`src/rtl/core/array_tip_classifier_with_dictionary_unit_assert.svh`:
```
// Assertion macros for the tip classifier.
`ifndef ARRAY_TIP_CLASSIFIER_WITH_DICTIONARY_UNIT_ASSERT_SVH
`define ARRAY_TIP_CLASSIFIER_WITH_DICTIONARY_UNIT_ASSERT_SVH
// Implication checked on every edge outside reset.
`define ATC_ASSERT_IMP(label, ante, cons) \
	label: assert property (@(posedge clk) disable iff (!arst_n) (ante) |-> (cons)) \
		else $error("assertion failed");
// Next-cycle implication.
`define ATC_ASSERT_NXT(label, ante, cons) \
	label: assert property (@(posedge clk) disable iff (!arst_n) (ante) |=> (cons)) \
		else $error("assertion failed");
`endif

```
`src/rtl/core/atcd_pkg.sv`:
```
// Package: constants, types and helpers of the tip classifier.
package atcd_pkg;
	localparam int MAX_LEN = 8;
	localparam int DICT_ENTRIES = 256;
	localparam int VALUE_BITS = 32;
	localparam int LEN_W = $clog2(MAX_LEN + 1);
	localparam int IDX_W = $clog2(MAX_LEN);
	localparam int ID_W = $clog2(DICT_ENTRIES);
	localparam int FILL_W = $clog2(DICT_ENTRIES + 1);
	localparam int ELEM_W = 33;
	localparam int SUM_W = 36;
	localparam int DADDR_W = ID_W + IDX_W;
	localparam int DDEPTH = DICT_ENTRIES * MAX_LEN;

	localparam logic [1:0] KIND_COUNT = 2'd1;
	localparam logic [1:0] KIND_LIKE = 2'd2;
	localparam logic [1:0] TIP_ZERO = 2'd0;
	localparam logic [1:0] TIP_SP1 = 2'd1;
	localparam logic [1:0] TIP_SP2 = 2'd2;
	localparam logic [1:0] TIP_GEN = 2'd3;
	localparam logic [0:0] REG_KIND = 1'b0;
	localparam logic [0:0] REG_LEN = 1'b1;

	typedef struct packed {
		logic clear;
		logic collect;
		logic [ID_W-1:0] entry;
		logic [IDX_W-1:0] elem;
		logic cmp_en;
		logic cmp_first;
		logic wr_en;
		logic hit;
		logic full;
		logic emit;
	} cmd_t;

	typedef struct packed {
		logic special;
		logic bad;
		logic [LEN_W-1:0] len;
		logic all_match;
		logic [ELEM_W-1:0] cur_elem;
	} sts_t;
endpackage

```
`src/rtl/core/atcd_ctrl.sv`:
```
// Controller: collection, dictionary search, insertion and result handshake.
module atcd_ctrl (
	input logic clk,
	input logic arst_n,
	input logic s_tvalid,
	output logic s_tready,
	input logic last_element,
	output logic m_tvalid,
	input logic m_tready,
	input atcd_pkg::sts_t sts,
	output atcd_pkg::cmd_t cmd
);
	import atcd_pkg::*;

	localparam logic [2:0] ST_COLLECT = 3'd0;
	localparam logic [2:0] ST_DECIDE = 3'd1;
	localparam logic [2:0] ST_READ = 3'd2;
	localparam logic [2:0] ST_CMP = 3'd3;
	localparam logic [2:0] ST_WRITE = 3'd4;
	localparam logic [2:0] ST_EMIT = 3'd5;

	logic [2:0] st_q;
	logic [FILL_W-1:0] fill_q, ent_q;
	logic [LEN_W-1:0] el_q;
	logic hit_q, full_q;
	logic last_el;

	assign s_tready = st_q == ST_COLLECT;
	assign last_el = (el_q + 1'b1 >= sts.len) || sts.len == '0;

	always_comb begin
		cmd = '0;
		cmd.entry = ent_q[ID_W-1:0];
		cmd.elem = el_q[IDX_W-1:0];
		cmd.hit = hit_q;
		cmd.full = full_q;
		cmd.collect = s_tvalid && s_tready;
		cmd.cmp_en = st_q == ST_CMP;
		cmd.cmp_first = el_q == '0;
		cmd.wr_en = st_q == ST_WRITE;
		cmd.emit = st_q == ST_EMIT && (!m_tvalid || m_tready);
		cmd.clear = cmd.emit;
	end

	always_ff @(posedge clk or negedge arst_n) begin
		if (!arst_n) begin
			st_q <= ST_COLLECT; fill_q <= '0; ent_q <= '0; el_q <= '0;
			hit_q <= 1'b0; full_q <= 1'b0; m_tvalid <= 1'b0;
		end else begin
			if (cmd.emit) m_tvalid <= 1'b1;
			else if (m_tready) m_tvalid <= 1'b0;
			case (st_q)
				ST_COLLECT: if (cmd.collect && last_element) st_q <= ST_DECIDE;
				ST_DECIDE: begin
					ent_q <= '0; el_q <= '0; hit_q <= 1'b0; full_q <= 1'b0;
					if (sts.bad || sts.special) st_q <= ST_EMIT;
					else if (fill_q == '0) st_q <= ST_WRITE;
					else st_q <= ST_READ;
				end
				ST_READ: st_q <= ST_CMP;
				ST_CMP: begin
					if (!last_el && (el_q == '0 || sts.all_match || 1'b1)) begin
						el_q <= el_q + 1'b1; st_q <= ST_READ;
					end else begin
						el_q <= '0;
						if (sts.all_match || (el_q == '0 && sts.len == '0 && sts.all_match))
							begin hit_q <= 1'b1; st_q <= ST_EMIT; end
						else if (ent_q + 1'b1 < fill_q) begin
							ent_q <= ent_q + 1'b1; st_q <= ST_READ;
						end else if (fill_q < FILL_W'(DICT_ENTRIES)) begin
							ent_q <= fill_q; st_q <= ST_WRITE;
						end else begin
							full_q <= 1'b1; st_q <= ST_EMIT;
						end
					end
				end
				ST_WRITE: begin
					if (last_el) begin
						el_q <= '0; fill_q <= fill_q + 1'b1; st_q <= ST_EMIT;
					end else el_q <= el_q + 1'b1;
				end
				ST_EMIT: if (cmd.emit) st_q <= ST_COLLECT;
				default: st_q <= ST_COLLECT;
			endcase
		end
	end

	`include "array_tip_classifier_with_dictionary_unit_assert.svh"
	`ATC_ASSERT_IMP(a_fill_bound, 1'b1, fill_q <= FILL_W'(DICT_ENTRIES))
	`ATC_ASSERT_IMP(a_no_take_busy, st_q != ST_COLLECT, !s_tready)
	`ATC_ASSERT_NXT(a_emit_valid, cmd.emit, m_tvalid)
endmodule
```
`config.mk`:
```
export PLATFORM = sky130hd
export DESIGN_NAME = atcd_ctrl
export DESIGN_NICKNAME = d
export VERILOG_FILES = /design/src/rtl/core/atcd_pkg.sv /design/src/rtl/core/atcd_ctrl.sv
export VERILOG_INCLUDE_DIRS = /design/src /design/src/rtl/core
export SDC_FILE = /design/constraint.sdc
export NUM_CORES = 1
export LEC_CHECK = 0
export BUFFER_PORTS_ARGS = -buffer_cell sky130_fd_sc_hd__buf_2
export CORE_ASPECT_RATIO = 0.9
export CORE_UTILIZATION = 35
export DETAILED_ROUTE_END_ITERATION = 8
export PLACE_DENSITY = 0.56
export SLEW_MARGIN = 15
export SYNTH_ARGS = -nofsm -noshare
export SYNTH_HDL_FRONTEND = slang
export SYNTH_SLANG_ARGS = --single-unit
```
`constraint.sdc`:
```
create_clock -name clk -period 3.2 [get_ports clk]
set_input_delay 0.16 -clock clk [delete_from_list [all_inputs] [get_ports clk]]
set_output_delay 0.16 -clock clk [all_outputs]
set_load 0.02 [all_outputs]
```
After elaboration in Yosys (flattened, before gate mapping)
Cells that the tools add are included.

Output and inout bits: 21. Logic and storage cells: 77. Bits in registers: 28.

Muxes and demuxes: 27. $add $sub $neg: 3. Reductions and logical operators: 23. $lt $le $gt $ge: 3. Eq/ne operators: 14.

Operators by type and width (count): $mux W9 (4); $mux W3 (8); $add A9 B1 Y9 const B (2); $pmux W3 S6 (1); $pmux W9 S2 (1); $logic_not A9 Y1 (1); $lt A9 B9 Y1 (1); $lt A9 B9 Y1 const B (1); $mux W1 (9); $logic_not A4 Y1 (2); $ne A2 B1 Y1 const B (4); $ne A2 B2 Y1 const B (4); $pmux W4 S2 (1); $eq A3 B2 Y1 const B (2); $eq A3 B3 Y1 const B (2); $reduce_and A3 Y1 (2); $reduce_bool A2 Y1 (3); $logic_and A1 B1 Y1 (5); $reduce_and A5 Y1 (1); $add A4 B1 Y4 const B (1); $ge A4 B4 Y1 (1); $logic_or A1 B1 Y1 (4); $mux W4 (1); $pmux W1 S2 (2); 7 further kinds (7).

Longest topological paths before layout
Depth after elaboration: 7. Mapped depth: 13.

Least setup slack after synthesis
OpenSTA, ideal clock, no wires.

Path type: register to register. Start: register ent_q[0]. End: register ent_q[6]. Cell stages (with the launch flop): 13. Setup slack: 0.396 ns. Library setup time: 0.140 ns. Data required time: 3.060 ns. Period minus slack after synthesis: 2.804 ns. Arrival: 2.664 ns. Path through: dfrtp_1 ha_1 nand3_1 nor2_1 and3_1 xor2_1 ha_1 a21oi_1 o21ai_0 a311o_1 a31o_2 o21ai_0 o21ai_0.

Word-level cells in the longest chain between the ends: 6. Elaborated cells on any way between the ends: 8.

Ends and longest elaborated chain: from (decl) (line atcd_ctrl.sv:23) `logic [FILL_W-1:0] fill_q, ent_q;`; from (signal assigned) (line atcd_ctrl.sv:47) `st_q <= ST_COLLECT; fill_q <= '0; ent_q <= '0; el_q <= '0;`; from (signal assigned) (line atcd_ctrl.sv:55) `ent_q <= '0; el_q <= '0; hit_q <= 1'b0; full_q <= 1'b0;`; from (signal assigned) (line atcd_ctrl.sv:69) `ent_q <= ent_q + 1'b1; st_q <= ST_READ;`; $add A9 B1 Y9 (*) (line atcd_ctrl.sv:68, atcd_ctrl.sv:69); $lt A9 B9 Y1 (line atcd_ctrl.sv:68) `else if (ent_q + 1'b1 < fill_q) begin`; $mux W9 (line atcd_ctrl.sv:68); $mux W9 (line atcd_ctrl.sv:66) `if (sts.all_match || (el_q == '0 && sts.len == '0 && sts.all_match))`; $mux W9 (line atcd_ctrl.sv:62) `if (!last_el && (el_q == '0 || sts.all_match || 1'b1)) begin`; $pmux W9 S2 (line atcd_ctrl.sv:52) `case (st_q)`.

Every way passes the cells marked *; elsewhere a longest branch is shown, timed or not. The select of a mux whose other input is x is not followed. A chain may end at the register's enable or synchronous reset.

Worst setup path after layout
Start: register ent_q[0]. End: register ent_q[0].

Same word-level chain as after synthesis.

==> results.ini <==
[timing]
timing.final.ws_setup_ns=0.177
max_slew.worst_pin.slew_ns=0.677
drv_slew=0
final.setup.tns_ns=0
hold_viol=0
finalCritPeriodShare=0.945
grt_setup_unrepaired=no
finalSetupViolCount=0
finalWorstPathRequiredPeriod_ns=3.02
clock_skew_ns=0.00404
slew-limit-headroom=0.548
clock.fmax_ghz=0.331
timing.hold.ws_ns=0.193

[power]
total_power_mw=1.66
leakage_nw=1.16
peakVddDrop_v=0.000168
pwr_density_cell_nw_per_um2=674

[critical_path]
worstReg2RegEnd=ent_q[0]$_DFFE_PN0P_
cp_data_arrival_time_ns=3.19
cp_top_family=compound AO/OA/AOI/OAI gates
ff2ff_setup_slack_ns=0.18
timing.critical_path.slowest_cell_delay_ns=0.42
crit_chain=ha_1 -> nand3_1 -> nor2_1 -> and3_1 -> xor2_1 -> ha_1 -> a21oi_1 -> o21ai_0 -> a311o_1 -> buf_4 -> and3_1 -> o21ai_0 -> o211ai_1
crit_type=flip-flop to flip-flop
critPathMaxFanout=5
startpoint_type=flip-flop
critical_path_buf_inv_count=1
worst_ep_required_ns=3.37
rr_worst_depth=13
worst_r2r_startpoint=ent_q[0]$_DFFE_PN0P_
critical-path-slowest-cell=dfrtp_1
critPathCaptureType=flip-flop

[synthesis]
synth_top_family_by_area=simple AND/OR/NAND/NOR gates
synthesis.area_sq_um=2220
post_synth_fa_ha_maj_area_fraction=0.0958
synth_sequential_area_ratio=0.315
ys.warnings.count=0
share_of_the_synthesized_netlist_area_taken_by_xor_and_xnor_gates=0.0670
postSynth.asyncResetShare=1.00
synth_nets=324
synth_compound_gate_area_share=0.182
synth_most_common_cell=dfrtp_1
ys_seq_elements=28
synthFlopType=dfrtp_1
synthDistinctLibCells=51
syn_avg_cell_area_sq_um=8.48
synth.area.mux_share=0.00507
synth_simple_gate_area_frac=0.238
synth_top_cell_by_area=dfrtp_1
syn_inst=262
post_synth_top_area_share=0.315
synth_top_cells_by_area=dfrtp_1 (32%), ha_1 (9.6%), buf_4 (5.4%)
synth.top_cells.by_count=dfrtp_1 (28), nand2_1 (24), nor2_1 (21), inv_1 (18), o21ai_0 (18)
synth-edff-count=0

[die]
die_w_microns=86.0
die_y_microns=77.6
fp.dieArea_sq_um=6670
coreArea_sq_um=6110
ioPinCount=66
rows=27
start_util=0.363

[global_route]
number_of_global_route_vias_before_repair=1855
maximum_number_of_pins_on_one_net_before_global_route_repair=29
gr-total-overflow=0
grt_antenna_before_repair=0
grt.total_usage=0.166
global_route_wire_length_before_repair_microns=8850

[drt]
route.vias.total=1885
firstDrtPassIters=4
totalWireLength_microns=5030
ant_nets=0
drt-initial-drc-count=94
wl_per_cell_microns=13.6
viasPerCell=5.08
route.detailed.drc=0

[placement]
gp_congestion=0.838
dp_slack_ns=0.223
io_buffers=32
place.detailed.hpwl_microns=3830

[min_path]
timing.hold.worst.start=m_tready
worst_min_path_class=input port to flip-flop
hold_depth=3
min_delay_worst_endpoint=m_tvalid$_DFFE_PN0P_

[cells_and_area]
num_antenna_cells=0
finalNetCount=347
areaGrowthSynthToFinish_pct=11.2
fraction_of_final_layout_cells_with_drive_strength_greater_than_1=0.201

[clock_tree]
worst_skew_pair.late_latency_ns=0.28
cts_inserted_buffers=3
ctsLongestPathBuffers=2
post_cts_setup_buffer_count=0
path_clk_slew_ns=0.11
clock_tree.root_cell=clkbuf_8
htree_num_levels=1
tritoncts_clock_tree=yes
clock_sinks=28

[status]
run_status=complete, no violations

[flow_run]
timing.max_cap.violations=0

[cells by family after synthesis]
family,Yosys count
xor+xnor,17
compound gates,59
simple gates,100
fa+ha+maj,17
buf+inv,40
mux,1
flops,28
[registers in the layout, summed over array words and instances, names as in the netlist]
register  cells
el_q          4
ent_q         9
fill_q        9
full_q        1
hit_q         1
m_tvalid      1
st_q          3
[cells in the final DEF, fill, tap and decap left out, drive strengths merged, types with 4 or more instances in the layout]
master  Yosys  routed
xnor2      13      13
o21ai      21      21
dfrtp      28      28
inv        18      18
nor2b       5       5
ha         17      17
nor2       21      21
xor2        4       4
clkbuf      3       4
buf        19      39
nor3       18      18
a21oi      14      14
and3        5       5
nand3      10      10
a31oi       4       4
nand2      24      24
[stage by stage]
stage | cell area (sq um) | std cells | utilization
2_1_floorplan | 2220 | 262 | -
3_3_place_gp | 2400 | 366 | 0.392
3_5_place_dp | 2400 | 366 | 0.392
4_1_cts | 2460 | 371 | 0.402
5_1_grt | 2470 | 371 | 0.404
6_report | 2470 | 371 | 0.404
[power breakdown]
part / leakage, nW / total [mW] / switching [mW] / internal, mW
Combinational: 0.777 / 0.838 / 0.508 / 0.330
Clock: 0.0288 / 0.235 / 0.125 / 0.111
Sequential: 0.358 / 0.591 / 0.152 / 0.439
[routing by layer]
metal / share of wire / vias up / routed length [microns] / global-route usage
met5: 0 / - / 0 / 0
met4: 0.0076 / 0 / 38 / 0.0317
met3: 0.048 / 5 / 239 / 0.0340
met2: 0.45 / 38 / 2260 / 0.265
met1: 0.50 / 884 / 2490 / 0.232
li1: - / 958 / - / -
[repair_timing]
item / 4_1_cts / 5_1_grt
hold buffers: 1 / 0
gates resized for setup: 0 / 1
endpoints found under the hold margin: 28 / 0
setup endpoints to repair: 0 / 1
[worst max path at each step]
| stage | start | to | slack [ns] | cells past startpoint |
|---|---|---|---|---|
| after floorplan | ent_q[0]$_DFFE_PN0P_ | ent_q[6]$_DFFE_PN0P_ | 0.40 | 12 |
| after global placement | ent_q[0]$_DFFE_PN0P_ | ent_q[0]$_DFFE_PN0P_ | 0.24 | 13 |
| after detailed placement | ent_q[0]$_DFFE_PN0P_ | ent_q[0]$_DFFE_PN0P_ | 0.22 | 13 |
| after CTS | ent_q[0]$_DFFE_PN0P_ | ent_q[0]$_DFFE_PN0P_ | 0.19 | 13 |
| after global routing | ent_q[0]$_DFFE_PN0P_ | ent_q[0]$_DFFE_PN0P_ | 0.006 | 13 |
| final | ent_q[0]$_DFFE_PN0P_ | ent_q[0]$_DFFE_PN0P_ | 0.18 | 13 |
[area by class of cell]
type / count / area [sq um]
Clock buffer: 4 / 55.1
Sequential cell: 28 / 701
Tap cell: 87 / 109
Multi-Input combinational cell: 194 / 1310
Fill cell: 623 / 3650
Timing Repair Buffer: 40 / 223
Inverter: 18 / 67.6
[worst min-delay path, cell delays in order]
cell	delay, ns
buf_2	0.07
nand2b_1	0.15
nand2_1	0.07
No activity file was read; power rests on OpenSTA's default activity.
